File: src/sv/mst_pkg.sv
`timescale 1ns / 1ps
`default_nettype none

package mst_pkg;

    localparam int ADDR_BITS_DEFAULT  = 24;
    localparam int DATA_WIDTH_DEFAULT = 32;

    localparam int WORD_ADDR_W = 30;
    localparam int REGION_W    = 25;
    localparam int XDATA_W     = 32;
    localparam int TEST_MASK_W = 3;
    localparam int APB_ADDR_W  = 3;
    localparam int APB_DATA_W  = 32;
    localparam int S_TDATA_W   = 40;
    localparam int M_TDATA_W   = 104;

    localparam logic [REGION_W-1:0] REGION_WORDS_RESET = 25'h100_0000;

    localparam logic [63:0] PAT_HI = 64'hAAAA_AAAA_AAAA_AAAA;
    localparam logic [63:0] PAT_LO = 64'h5555_5555_5555_5555;

    localparam logic MODE_START = 1'b0;

    localparam logic [1:0] TEST_DATA_BUS = 2'd0;
    localparam logic [1:0] TEST_ADDR_BUS = 2'd1;
    localparam logic [1:0] TEST_DEVICE   = 2'd2;

    localparam logic REG_BASE_WORD    = 1'b0;
    localparam logic REG_REGION_WORDS = 1'b1;

    typedef enum logic [3:0] {
        PH_IDLE        = 4'd0,
        PH_DONE        = 4'd1,
        PH_DB_WRITE    = 4'd2,
        PH_DB_READ     = 4'd3,
        PH_AB_FILL     = 4'd4,
        PH_AB_ANTI0    = 4'd5,
        PH_AB_CHKHI    = 4'd6,
        PH_AB_RESTORE0 = 4'd7,
        PH_AB_TWRITE   = 4'd8,
        PH_AB_READ0    = 4'd9,
        PH_AB_CHKLO    = 4'd10,
        PH_AB_TRESTORE = 4'd11,
        PH_DV_FILL     = 4'd12,
        PH_DV_CHECK    = 4'd13,
        PH_DV_INVERT   = 4'd14,
        PH_DV_VERIFY   = 4'd15
    } t_phase;

    typedef enum logic [1:0] {
        ACC_NONE  = 2'd0,
        ACC_WRITE = 2'd1,
        ACC_READ  = 2'd2
    } t_access;

    typedef enum logic [1:0] {
        REP_NONE = 2'd0,
        REP_PASS = 2'd1,
        REP_FAIL = 2'd2
    } t_report;

    typedef struct packed {
        logic [WORD_ADDR_W-1:0] base_word;
        logic [REGION_W-1:0]    region_words;
    } t_cfg;

    typedef struct packed {
        t_access                access;
        logic [WORD_ADDR_W-1:0] word_address;
        logic [XDATA_W-1:0]     write_data;
        t_report                report;
        logic [1:0]             test_id;
        logic [XDATA_W-1:0]     fail_value;
        logic                   run_done;
        logic                   any_failed;
    } t_result;

    // base plus offset, wrapping in the word address space
    function automatic logic [WORD_ADDR_W-1:0] waddr(
        input logic [WORD_ADDR_W-1:0] base,
        input logic [31:0]            off
    );
        return base + off[WORD_ADDR_W-1:0];
    endfunction

endpackage

`default_nettype wire

File: src/sv/mst_cfg.sv
`timescale 1ns / 1ps
`default_nettype none

module mst_cfg (
    input  wire logic                           i_clk,
    input  wire logic                           i_rst_n,
    input  wire logic                           i_psel,
    input  wire logic                           i_penable,
    input  wire logic                           i_pwrite,
    input  wire logic [mst_pkg::APB_ADDR_W-1:0] i_paddr,
    input  wire logic [mst_pkg::APB_DATA_W-1:0] i_pwdata,
    output logic [mst_pkg::APB_DATA_W-1:0]      o_prdata,
    output logic                                o_pready,
    output mst_pkg::t_cfg                       o_cfg
);
    import mst_pkg::*;

    logic [WORD_ADDR_W-1:0] r_base_word;
    logic [REGION_W-1:0]    r_region_words;
    logic                   wr_en;

    assign o_pready = 1'b1;
    assign wr_en    = i_psel && i_penable && i_pwrite && o_pready;

    always_ff @(posedge i_clk) begin
        if (!i_rst_n) begin
            r_base_word    <= '0;
            r_region_words <= REGION_WORDS_RESET;
        end else if (wr_en) begin
            case (i_paddr[2])
                REG_BASE_WORD:    r_base_word    <= i_pwdata[WORD_ADDR_W-1:0];
                REG_REGION_WORDS: r_region_words <= i_pwdata[REGION_W-1:0];
                default: ;
            endcase
        end
    end

    always_comb begin
        case (i_paddr[2])
            REG_BASE_WORD:    o_prdata = APB_DATA_W'(r_base_word);
            REG_REGION_WORDS: o_prdata = APB_DATA_W'(r_region_words);
            default:          o_prdata = '0;
        endcase
    end

    assign o_cfg.base_word    = r_base_word;
    assign o_cfg.region_words = r_region_words;

endmodule

`default_nettype wire

File: src/sv/mst_step.sv
`timescale 1ns / 1ps
`default_nettype none

module mst_step #(
    parameter int ADDR_BITS  = mst_pkg::ADDR_BITS_DEFAULT,
    parameter int DATA_WIDTH = mst_pkg::DATA_WIDTH_DEFAULT
) (
    input  wire logic                            i_clk,
    input  wire logic                            i_rst_n,
    input  wire logic                            i_fire,
    input  wire logic                            i_mode,
    input  wire logic [mst_pkg::TEST_MASK_W-1:0] i_test_mask,
    input  wire logic [mst_pkg::XDATA_W-1:0]     i_read_data,
    input  wire mst_pkg::t_cfg                   i_cfg,
    output mst_pkg::t_result                     o_result
);
    import mst_pkg::*;

    localparam int OW = ADDR_BITS + 1;
    localparam logic [31:0] TOP_WORDS = 32'(64'd1 << ADDR_BITS);
    localparam logic [DATA_WIDTH-1:0] PAT_HI_W = DATA_WIDTH'(PAT_HI);
    localparam logic [DATA_WIDTH-1:0] PAT_LO_W = DATA_WIDTH'(PAT_LO);

    t_phase                 r_phase, n_phase;
    logic [1:0]             r_test, n_test;
    logic [TEST_MASK_W-1:0] r_enabled, n_enabled;
    logic [OW-1:0]          r_walk, n_walk;
    logic [OW-1:0]          r_probe, n_probe;
    logic [DATA_WIDTH-1:0]  r_pattern, n_pattern;
    logic [DATA_WIDTH-1:0]  r_expected, n_expected;
    logic                   r_pending, n_pending;
    logic                   r_failure, n_failure;

    logic [31:0]           words;
    logic [31:0]           mask;
    logic [DATA_WIDTH-1:0] rd_word;
    logic [OW-1:0]         walk_sh;
    logic [OW-1:0]         probe_sh;
    logic [OW-1:0]         walk_inc;
    logic                  walk_end;
    logic [DATA_WIDTH-1:0] pattern_sh;
    logic                  failed;
    logic                  passed;
    logic                  start;
    logic [1:0]            start_t;
    logic                  found;
    logic [1:0]            sel;
    logic                  active;
    logic                  is_rd;
    logic [OW-1:0]         off;
    logic [DATA_WIDTH-1:0] d;
    logic [DATA_WIDTH-1:0] cnt;

    function automatic logic in_mask(input logic [OW-1:0] o, input logic [31:0] m);
        return (32'(o) & m) != 32'd0;
    endfunction

    // region size clamped to one word at least and the address span at most
    always_comb begin
        words = 32'(i_cfg.region_words);
        if (words == 32'd0) begin
            words = 32'd1;
        end
        if (words > TOP_WORDS) begin
            words = TOP_WORDS;
        end
    end

    assign mask       = words - 32'd1;
    assign rd_word    = DATA_WIDTH'(64'(i_read_data));
    assign walk_sh    = r_walk << 1;
    assign probe_sh   = r_probe << 1;
    assign walk_inc   = r_walk + OW'(1);
    assign walk_end   = 32'(walk_inc) >= words;
    assign pattern_sh = r_pattern << 1;

    // next state: judge the pending read, advance the phase, start the next test
    always_comb begin
        n_phase   = r_phase;
        n_test    = r_test;
        n_enabled = r_enabled;
        n_walk    = r_walk;
        n_probe   = r_probe;
        n_pattern = r_pattern;
        n_failure = r_failure;
        failed    = 1'b0;
        passed    = 1'b0;
        start     = 1'b0;
        start_t   = TEST_DATA_BUS;
        found     = 1'b0;
        sel       = TEST_DATA_BUS;
        if (i_fire) begin
            if (i_mode == MODE_START) begin
                n_enabled = i_test_mask;
                n_failure = 1'b0;
                start     = 1'b1;
            end else if (r_phase != PH_IDLE && r_phase != PH_DONE) begin
                // the probe's own offset is read but not judged
                failed = r_pending && (rd_word != r_expected)
                         && !(r_phase == PH_AB_CHKLO && r_walk == r_probe);
                if (!failed) begin
                    case (r_phase)
                        PH_DB_WRITE: n_phase = PH_DB_READ;
                        PH_DB_READ: begin
                            n_pattern = pattern_sh;
                            if (pattern_sh == '0) begin
                                passed = 1'b1;
                            end else begin
                                n_phase = PH_DB_WRITE;
                            end
                        end
                        PH_AB_FILL: begin
                            n_walk = walk_sh;
                            if (!in_mask(walk_sh, mask)) begin
                                n_phase = PH_AB_ANTI0;
                            end
                        end
                        PH_AB_ANTI0: begin
                            n_walk  = OW'(1);
                            n_phase = mask[0] ? PH_AB_CHKHI : PH_AB_RESTORE0;
                        end
                        PH_AB_CHKHI: begin
                            n_walk = walk_sh;
                            if (!in_mask(walk_sh, mask)) begin
                                n_phase = PH_AB_RESTORE0;
                            end
                        end
                        PH_AB_RESTORE0: begin
                            n_probe = OW'(1);
                            if (!mask[0]) begin
                                passed = 1'b1;
                            end else begin
                                n_phase = PH_AB_TWRITE;
                            end
                        end
                        PH_AB_TWRITE: n_phase = PH_AB_READ0;
                        PH_AB_READ0: begin
                            n_walk  = OW'(1);
                            n_phase = mask[0] ? PH_AB_CHKLO : PH_AB_TRESTORE;
                        end
                        PH_AB_CHKLO: begin
                            n_walk = walk_sh;
                            if (!in_mask(walk_sh, mask)) begin
                                n_phase = PH_AB_TRESTORE;
                            end
                        end
                        PH_AB_TRESTORE: begin
                            n_probe = probe_sh;
                            if (!in_mask(probe_sh, mask)) begin
                                passed = 1'b1;
                            end else begin
                                n_phase = PH_AB_TWRITE;
                            end
                        end
                        PH_DV_FILL: begin
                            if (walk_end) begin
                                n_walk  = '0;
                                n_phase = PH_DV_CHECK;
                            end else begin
                                n_walk = walk_inc;
                            end
                        end
                        PH_DV_CHECK: n_phase = PH_DV_INVERT;
                        PH_DV_INVERT: begin
                            if (walk_end) begin
                                n_walk  = '0;
                                n_phase = PH_DV_VERIFY;
                            end else begin
                                n_walk = walk_inc;
                            end
                        end
                        default: begin
                            n_walk = walk_inc;
                            passed = walk_end;
                        end
                    endcase
                end
                if (failed || passed) begin
                    if (failed) begin
                        n_failure = 1'b1;
                    end
                    start   = 1'b1;
                    start_t = r_test + 2'd1;
                end
            end
        end
        if (start) begin
            for (int t = 0; t < 3; t++) begin
                if (!found && (2'(t) >= start_t) && n_enabled[t]) begin
                    found = 1'b1;
                    sel   = 2'(t);
                end
            end
            n_phase = PH_DONE;
            if (found) begin
                n_test = sel;
                case (sel)
                    TEST_DATA_BUS: begin
                        n_pattern = DATA_WIDTH'(1);
                        n_phase   = PH_DB_WRITE;
                    end
                    TEST_ADDR_BUS: begin
                        n_walk  = OW'(1);
                        n_phase = mask[0] ? PH_AB_FILL : PH_AB_ANTI0;
                    end
                    TEST_DEVICE: begin
                        n_walk  = '0;
                        n_phase = PH_DV_FILL;
                    end
                    default: n_phase = PH_DONE;
                endcase
            end
        end
    end

    // outputs: access of the new phase and the report of the finished test
    always_comb begin
        is_rd  = 1'b0;
        off    = '0;
        d      = '0;
        active = (n_phase != PH_IDLE) && (n_phase != PH_DONE);
        cnt    = DATA_WIDTH'(64'(n_walk) + 64'd1);
        case (n_phase)
            PH_DB_WRITE: d = n_pattern;
            PH_DB_READ: begin
                is_rd = 1'b1;
                d     = n_pattern;
            end
            PH_AB_FILL: begin
                off = n_walk;
                d   = PAT_HI_W;
            end
            PH_AB_ANTI0: d = PAT_LO_W;
            PH_AB_CHKHI: begin
                is_rd = 1'b1;
                off   = n_walk;
                d     = PAT_HI_W;
            end
            PH_AB_RESTORE0: d = PAT_HI_W;
            PH_AB_TWRITE: begin
                off = n_probe;
                d   = PAT_LO_W;
            end
            PH_AB_READ0: begin
                is_rd = 1'b1;
                d     = PAT_HI_W;
            end
            PH_AB_CHKLO: begin
                is_rd = 1'b1;
                off   = n_walk;
                d     = PAT_HI_W;
            end
            PH_AB_TRESTORE: begin
                off = n_probe;
                d   = PAT_HI_W;
            end
            PH_DV_FILL: begin
                off = n_walk;
                d   = cnt;
            end
            PH_DV_CHECK: begin
                is_rd = 1'b1;
                off   = n_walk;
                d     = cnt;
            end
            PH_DV_INVERT: begin
                off = n_walk;
                d   = ~cnt;
            end
            PH_DV_VERIFY: begin
                is_rd = 1'b1;
                off   = n_walk;
                d     = ~cnt;
            end
            default: ;
        endcase

        o_result = '0;
        if (active) begin
            o_result.access       = is_rd ? ACC_READ : ACC_WRITE;
            o_result.word_address = waddr(i_cfg.base_word, 32'(off));
            if (!is_rd) begin
                o_result.write_data = XDATA_W'(64'(d));
            end
        end
        if (failed) begin
            o_result.report  = REP_FAIL;
            o_result.test_id = r_test;
            case (r_phase)
                PH_DB_READ: o_result.fail_value = XDATA_W'(64'(r_pattern));
                PH_AB_READ0, PH_AB_CHKLO:
                    o_result.fail_value = XDATA_W'(waddr(i_cfg.base_word, 32'(r_probe)));
                default:
                    o_result.fail_value = XDATA_W'(waddr(i_cfg.base_word, 32'(r_walk)));
            endcase
        end else if (passed) begin
            o_result.report  = REP_PASS;
            o_result.test_id = r_test;
        end
        o_result.run_done   = (n_phase == PH_DONE);
        o_result.any_failed = (n_phase != PH_IDLE) && n_failure;

        n_pending  = i_fire ? (active && is_rd) : r_pending;
        n_expected = (i_fire && active && is_rd) ? d : r_expected;
    end

    always_ff @(posedge i_clk) begin
        if (!i_rst_n) begin
            r_phase    <= PH_IDLE;
            r_test     <= '0;
            r_enabled  <= '0;
            r_walk     <= '0;
            r_probe    <= '0;
            r_pattern  <= '0;
            r_expected <= '0;
            r_pending  <= 1'b0;
            r_failure  <= 1'b0;
        end else begin
            r_phase    <= n_phase;
            r_test     <= n_test;
            r_enabled  <= n_enabled;
            r_walk     <= n_walk;
            r_probe    <= n_probe;
            r_pattern  <= n_pattern;
            r_expected <= n_expected;
            r_pending  <= n_pending;
            r_failure  <= n_failure;
        end
    end

endmodule

`default_nettype wire

File: src/sv/memory_self_test_sequencer.sv
// Memory self-test sequencer: data bus, address bus and device tests.
// Input stream (s_*): each item is either a start (tuser 0, tdata carries the
// test mask) or a step (tuser 1, tdata carries the read data that answers the
// read request of the previous result). Every input item gives exactly one
// result item on the output stream (m_*): at most one memory access, an
// optional pass/fail report for a test, and run status.
// Configuration (APB): base word at 0x0, region size in words at 0x4; write
// only while the block holds no item.
// Flow: an accepted item is held in the input register, and its result is
// registered in the result register. One item per cycle is sustained while
// m_tready stays high; the step logic's next-state loop is combinational.
// Stall: an item waits in the input register while the result register is full
// and m_tready is low; only then, with both occupied, does s_tready drop.
// Reset (synchronous, active low): both stages empty, phase idle, base word 0,
// region size 2^24 words.
`timescale 1ns / 1ps
`default_nettype none

module memory_self_test_sequencer #(
    parameter int ADDR_BITS  = mst_pkg::ADDR_BITS_DEFAULT,
    parameter int DATA_WIDTH = mst_pkg::DATA_WIDTH_DEFAULT
) (
    input  wire logic                           i_clk,
    input  wire logic                           i_rst_n,
    input  wire logic                           s_tvalid,
    output logic                                s_tready,
    // test_mask[2:0], read_data[34:3], zero pad
    input  wire logic [mst_pkg::S_TDATA_W-1:0]  s_tdata,
    // mode
    input  wire logic                           s_tuser,
    output logic                                m_tvalid,
    input  wire logic                           m_tready,
    // word_address[29:0], write_data[61:30], report[63:62], test_id[65:64],
    // fail_value[97:66], run_done[98], any_failed[99], zero pad
    output logic [mst_pkg::M_TDATA_W-1:0]       m_tdata,
    // access
    output logic [1:0]                          m_tuser,
    input  wire logic                           psel,
    input  wire logic                           penable,
    input  wire logic                           pwrite,
    input  wire logic [mst_pkg::APB_ADDR_W-1:0] paddr,
    input  wire logic [mst_pkg::APB_DATA_W-1:0] pwdata,
    output logic [mst_pkg::APB_DATA_W-1:0]      prdata,
    output logic                                pready
);
    import mst_pkg::*;

    t_cfg                   cfg;
    t_result                res;
    logic                   s_fire;
    logic                   advance;

    logic                   r_in_valid;
    logic                   r_in_mode;
    logic [TEST_MASK_W-1:0] r_in_mask;
    logic [XDATA_W-1:0]     r_in_rdata;
    logic                   r_out_valid;
    t_result                r_out;

    assign advance  = r_in_valid && (!r_out_valid || m_tready);
    assign s_tready = !r_in_valid || advance;
    assign s_fire   = s_tvalid && s_tready;

    always_ff @(posedge i_clk) begin
        if (!i_rst_n) begin
            r_in_valid <= 1'b0;
        end else if (s_fire) begin
            r_in_valid <= 1'b1;
        end else if (advance) begin
            r_in_valid <= 1'b0;
        end
    end

    always_ff @(posedge i_clk) begin
        if (s_fire) begin
            r_in_mode  <= s_tuser;
            r_in_mask  <= s_tdata[TEST_MASK_W-1:0];
            r_in_rdata <= s_tdata[TEST_MASK_W +: XDATA_W];
        end
    end

    mst_cfg u_cfg (
        .i_clk     (i_clk),
        .i_rst_n   (i_rst_n),
        .i_psel    (psel),
        .i_penable (penable),
        .i_pwrite  (pwrite),
        .i_paddr   (paddr),
        .i_pwdata  (pwdata),
        .o_prdata  (prdata),
        .o_pready  (pready),
        .o_cfg     (cfg)
    );

    mst_step #(
        .ADDR_BITS  (ADDR_BITS),
        .DATA_WIDTH (DATA_WIDTH)
    ) u_step (
        .i_clk       (i_clk),
        .i_rst_n     (i_rst_n),
        .i_fire      (advance),
        .i_mode      (r_in_mode),
        .i_test_mask (r_in_mask),
        .i_read_data (r_in_rdata),
        .i_cfg       (cfg),
        .o_result    (res)
    );

    always_ff @(posedge i_clk) begin
        if (!i_rst_n) begin
            r_out_valid <= 1'b0;
        end else if (advance) begin
            r_out_valid <= 1'b1;
        end else if (m_tready) begin
            r_out_valid <= 1'b0;
        end
    end

    always_ff @(posedge i_clk) begin
        if (advance) begin
            r_out <= res;
        end
    end

    assign m_tvalid = r_out_valid;
    assign m_tuser  = r_out.access;
    assign m_tdata  = {4'b0000, r_out.any_failed, r_out.run_done, r_out.fail_value,
                       r_out.test_id, r_out.report, r_out.write_data, r_out.word_address};

endmodule

`default_nettype wire

File: config.mk
export PLATFORM = sky130hd
export DESIGN_NAME = memory_self_test_sequencer
export DESIGN_NICKNAME = d
export VERILOG_FILES = /design/src/sv/mst_pkg.sv /design/src/sv/mst_cfg.sv /design/src/sv/mst_step.sv /design/src/sv/memory_self_test_sequencer.sv
export SDC_FILE = /design/constraint.sdc
export NUM_CORES = 1
export LEC_CHECK = 0
export BUFFER_PORTS_ARGS = -buffer_cell sky130_fd_sc_hd__buf_4
export CORE_MARGIN = 8
export CORE_UTILIZATION = 33
export CTS_BUF_LIST = sky130_fd_sc_hd__clkbuf_2 sky130_fd_sc_hd__clkbuf_4 sky130_fd_sc_hd__clkbuf_8
export DETAILED_ROUTE_END_ITERATION = 7
export PLACE_DENSITY = 0.58
export SLEW_MARGIN = 25
export SYNTH_ARGS = -nofsm -noshare
export SYNTH_HDL_FRONTEND = slang
export SYNTH_SLANG_ARGS = --single-unit
File: constraint.sdc
create_clock -name i_clk -period 12.21 [get_ports i_clk]
set_input_delay 2.442 -clock i_clk [delete_from_list [all_inputs] [get_ports i_clk]]
set_output_delay 2.442 -clock i_clk [all_outputs]
set_load 0.02 [all_outputs]
==> results list <==
- Finish-stage setup viols: 0
* Hold EP: u_step.r_expected[1]$_SDFFE_PN0P_
- Of the post-synthesis cell area, the dominant cell type holds 0.196.
* Number of pins with negative max-slew slack in the final report: 0
- Upper clock frequency limit: 91.9 MHz
* Total CTS buffers: 56
- Counting instances in the post-synthesis netlist gives the leading cell types as sky130_fd_sc_hd__nand2_1 (309), sky130_fd_sc_hd__nor2_1 (258), sky130_fd_sc_hd__dfxtp_1 (182).
- Total number of H-tree levels: 2
* Number of buffers on the longest clock path: 3
- Arrival time of the worst setup path: 11.40 ns
* Slew at the pin closest to its max-slew limit: 1.01 ns
- Post-synth top area cell: sky130_fd_sc_hd__edfxtp_1
* Reg-to-reg slack, setup: 1.32 ns
- Final global-route overflow total: 0
- Number of global-route vias before repair: 19300
- After clock tree synthesis, the flow added hold-fix buffers numbering 0.
- The floorplan has 92 rows.
* Count of input and output buffers: 207
- Cell type with the highest occurrence count on the critical path: sky130_fd_sc_hd__o21ai_0
* I/O pin count: 224
- Gates resized during post-CTS repair numbered 0.
- Unique masters post-synth: 101
- Hold Path Class: reg -> reg
* WL per Instance: 24.1 um
* RSZ-0062 raised after global routing: false
* Period Utilization, post-route: 0.892
* Warnings from Yosys: 0
* CP max stage cell: sky130_fd_sc_hd__dfxtp_1
* Maximum fanout count along the critical path: 12
- Synthesis produced 2464 cells.
- Total of max-cap violations: 0
* Family with the most delay on the worst path: compound AO/OA/AOI/OAI gates
- For this run, design rule violations remaining after detail routing come to 0.
- Clock root buffer: sky130_fd_sc_hd__clkbuf_8
- Number of enable-type register cells in the synthesized netlist: 138
- After detailed routing, the met3 layer carries 5.09 mm of wire.
- Largest net degree at the start of global routing: 93
* Main synth FF type: sky130_fd_sc_hd__dfxtp_1
* R2R cell count: 40
* WL met2: 40.5 mm
- Highest metal used: met4
- Counting both buffers and inverters, the worst setup path holds a total of 1.
* Core area: 63100 um2
- Worst stage delay on the critical path: 0.68 ns
- Least setup slack across all paths after layout: 1.32 ns
- Hold path startpoint: u_step.r_expected[1]$_SDFFE_PN0P_
- The placed instances occupy a cell area of 23400 um2.
* Share of layout cells above drive strength 1: 0.174
- Area Growth Syn to Fin: 16.5%
- The worst setup path is of the reg -> reg kind.
- CP endpoint kind: flop
* Total power per unit cell area: 103 nW/um2
- Share of async-settable or async-resettable flops after synthesis: 0
- P_leak: 9.10 nW
- Before CTS, the worst setup slack after placement is 1.65 ns.
- Once detailed placement completed, the half-perimeter wirelength came to 65.0 mm.
* Smallest hold slack: 0.480 ns
* # Post-CTS Setup Buffers: 0
* Initial cell density of the core: 0.334
- Met1 Wirelength: 36.3 mm
- The mapped netlist covers 21100 um2.
- Data on the critical path is required at its endpoint by 12.72 ns.
* Total global-route track usage: 0.225
* Total die area: 72300 um2
- The later pin in the worst-skew pair is clocked with a latency of 0.70 ns.
* Area of combinational cells with multiple inputs: 12300 um2
- In this run the vertical extent of the chip is 269 um.
- Summing all flip-flop and latch instances after layout gives 7790 um2.
* Headroom to the max-slew limit: 0.325
* Number of antenna violations at the first check in global routing: 2
* Number of iterations in the first detailed-routing pass: 5
* Summed area of non-filler cells in the final layout: 24600 um2
- In this run the remaining antenna-violating nets after routing total 0.
- Part of the Yosys area used for sequential elements: 0.369
- Across the routed clock network, the largest skew measured is 0.0414 ns.
- Dividing the detail-routed via count by the number of cells gives 5.70.
- Number of cells on the worst hold path: 2
* Layout fillers: 6468
- Starting DRT DRC Count: 1953
* Count of clock tree sinks: 320
- Setup TNS after final layout: 0 ns
* CTS tree: yes
* Average footprint of a synthesized cell: 8.56 um2
- Final weighted congestion in routability-driven placement: 0.971
* R2R Path Start: u_step.r_walk[0]$_SDFF_PN0_
- Aggregate routed wire length: 84.4 mm
* Result of the run: complete, no violations
* Worst vdd ir: 0.0642 mV
- By instance count, the leading cell after synthesis is sky130_fd_sc_hd__nand2_1.
- Final-report hold violation count: 0
- Wire length of the first global-routing pass: 124 mm
- Counting I/O delays and the setup requirement, the final critical path takes 10.89 ns.
* Horizontal die dimension: 269 um
* FF+latch count, synth: 320
- Clock slew seen by the registers of the worst setup and hold paths: 0.06 ns
* Largest cells by area after synthesis: sky130_fd_sc_hd__edfxtp_1 (20%), sky130_fd_sc_hd__dfxtp_1 (17%), sky130_fd_sc_hd__xnor2_1 (5.6%), sky130_fd_sc_hd__nand2_1 (5.5%), sky130_fd_sc_hd__ha_1 (4.6%)
- Detailed routing inserted a total of 20000 vias.
- For this run, the post-layout net count is 2773.
* Worst reg2reg path endpoint: m_tdata[26]$_SDFFCE_PN0P_
- STA classifies the critical path startpoint as a flop.
==> power by group <==
part / internal [mW] / switching (mW)
Clock: 0.555 / 0.490
Combinational: 0.103 / 0.205
Sequential: 1.14 / 0.0237
Total: 1.80 / 0.719
==> through the flow <==
| stage | util | total power, mW | instances |
|---|---|---|---|
| 2_1_floorplan | - | 1.37 | 2469 |
| 3_3_place_gp | 0.371 | 1.49 | 3396 |
| 3_5_place_dp | 0.371 | 1.50 | 3397 |
| 4_1_cts | 0.389 | 2.54 | 3499 |
| 5_1_grt | 0.390 | 2.61 | 3501 |
| 6_report | 0.390 | 2.52 | 3501 |
==> metal layers <==
layer  track usage  up-vias
met3        0.0324      147
li1              -     9305
met1         0.298     9800
met5             0        -
met2         0.376      720
met4        0.0724        0
==> layout by cell type (no fill, tap or decap), types with 10 or more instances in the layout <==
| cell | n |
|---|---|
| sky130_fd_sc_hd__nand2_1 | 309 |
| sky130_fd_sc_hd__buf_4 | 265 |
| sky130_fd_sc_hd__nor2_1 | 254 |
| sky130_fd_sc_hd__dfxtp_1 | 182 |
| sky130_fd_sc_hd__a21oi_1 | 155 |
| sky130_fd_sc_hd__edfxtp_1 | 138 |
| sky130_fd_sc_hd__xnor2_1 | 136 |
| sky130_fd_sc_hd__nand3_1 | 98 |
| sky130_fd_sc_hd__o21ai_0 | 78 |
| sky130_fd_sc_hd__ha_1 | 78 |
| sky130_fd_sc_hd__nor3_1 | 62 |
| sky130_fd_sc_hd__clkbuf_8 | 59 |
| sky130_fd_sc_hd__inv_1 | 53 |
| sky130_fd_sc_hd__mux2i_1 | 51 |
| sky130_fd_sc_hd__a211oi_1 | 43 |
| sky130_fd_sc_hd__mux2_2 | 42 |
| sky130_fd_sc_hd__nor4_1 | 41 |
| sky130_fd_sc_hd__a22o_1 | 41 |
| sky130_fd_sc_hd__nand4_1 | 37 |
| sky130_fd_sc_hd__and2_1 | 35 |
| sky130_fd_sc_hd__xor2_1 | 31 |
| sky130_fd_sc_hd__and3_1 | 26 |
| sky130_fd_sc_hd__or3_1 | 24 |
| sky130_fd_sc_hd__o211ai_1 | 22 |
| sky130_fd_sc_hd__o221ai_1 | 22 |
| sky130_fd_sc_hd__clkbuf_4 | 19 |
| sky130_fd_sc_hd__a21o_1 | 16 |
| sky130_fd_sc_hd__a31oi_1 | 15 |
| sky130_fd_sc_hd__nand2b_1 | 14 |
| sky130_fd_sc_hd__o31ai_1 | 14 |
| sky130_fd_sc_hd__o22ai_1 | 13 |
| sky130_fd_sc_hd__a22oi_1 | 13 |
| sky130_fd_sc_hd__nor2b_1 | 12 |
| sky130_fd_sc_hd__or4_1 | 11 |
| sky130_fd_sc_hd__o21bai_1 | 10 |
==> final cells by class <==
cell class                 count  area share
multi-input combinational   1909       0.502
timing repair buffer         267      0.0820
antenna                        1    0.000102
sequential                   320       0.317
clock buffer                  78      0.0389
inverter                      56     0.00866
clock inverter                24     0.00810
tap                          846      0.0431
==> sequential cells by signal (all words and copies together) (netlist names) <==
name,cells
m_tvalid,1
u_cfg.r_base_word,30
u_step.r_pending,1
r_in_mode,1
r_in_valid,1
u_step.r_failure,1
m_tdata,100
u_cfg.r_region_words,25
u_step.r_enabled,3
u_step.r_test,2
u_step.r_phase,4
m_tuser,2
u_step.r_walk,25
r_in_mask,3
r_in_rdata,32
u_step.r_pattern,32
u_step.r_probe,25
u_step.r_expected,32
==> worst max path at each step <==
stage | from | endpoint | slack (ns) | depth (start not counted)
floorplan | m_tready | m_tdata[27]$_SDFFCE_PN0P_ | 1.27 | 30
global placement | u_step.r_walk[0]$_SDFF_PN0_ | m_tdata[26]$_SDFFCE_PN0P_ | 1.93 | 40
detailed placement | u_step.r_walk[0]$_SDFF_PN0_ | m_tdata[26]$_SDFFCE_PN0P_ | 1.65 | 40
CTS | u_step.r_walk[0]$_SDFF_PN0_ | m_tdata[26]$_SDFFCE_PN0P_ | 1.57 | 40
global route | u_step.r_walk[0]$_SDFF_PN0_ | m_tdata[26]$_SDFFCE_PN0P_ | 0.57 | 40
finish | u_step.r_walk[0]$_SDFF_PN0_ | m_tdata[26]$_SDFFCE_PN0P_ | 1.32 | 40
==> worst min-delay path, delay by kind of cell, from the launching register on <==
kind	cells	cell delay (ns)
AND/OR/NAND/NOR	1	0.05
multiplexers	1	0.06
flip-flops	1	0.32
==> cells by family (layout without fill, tap and decap cells) <==
group | count (synthesis) | count (layout) | share of synthesized area
other cells | 2 | 8 | 0.000356
simple gates | 985 | 985 | 0.224
xor+xnor | 167 | 167 | 0.0694
compound gates | 576 | 576 | 0.192
buf+inv | 240 | 425 | 0.0488
fa+ha+maj | 80 | 80 | 0.0482
flops | 320 | 320 | 0.369
mux | 94 | 94 | 0.0477
Note: power is estimated with default switching activity, not from simulation.
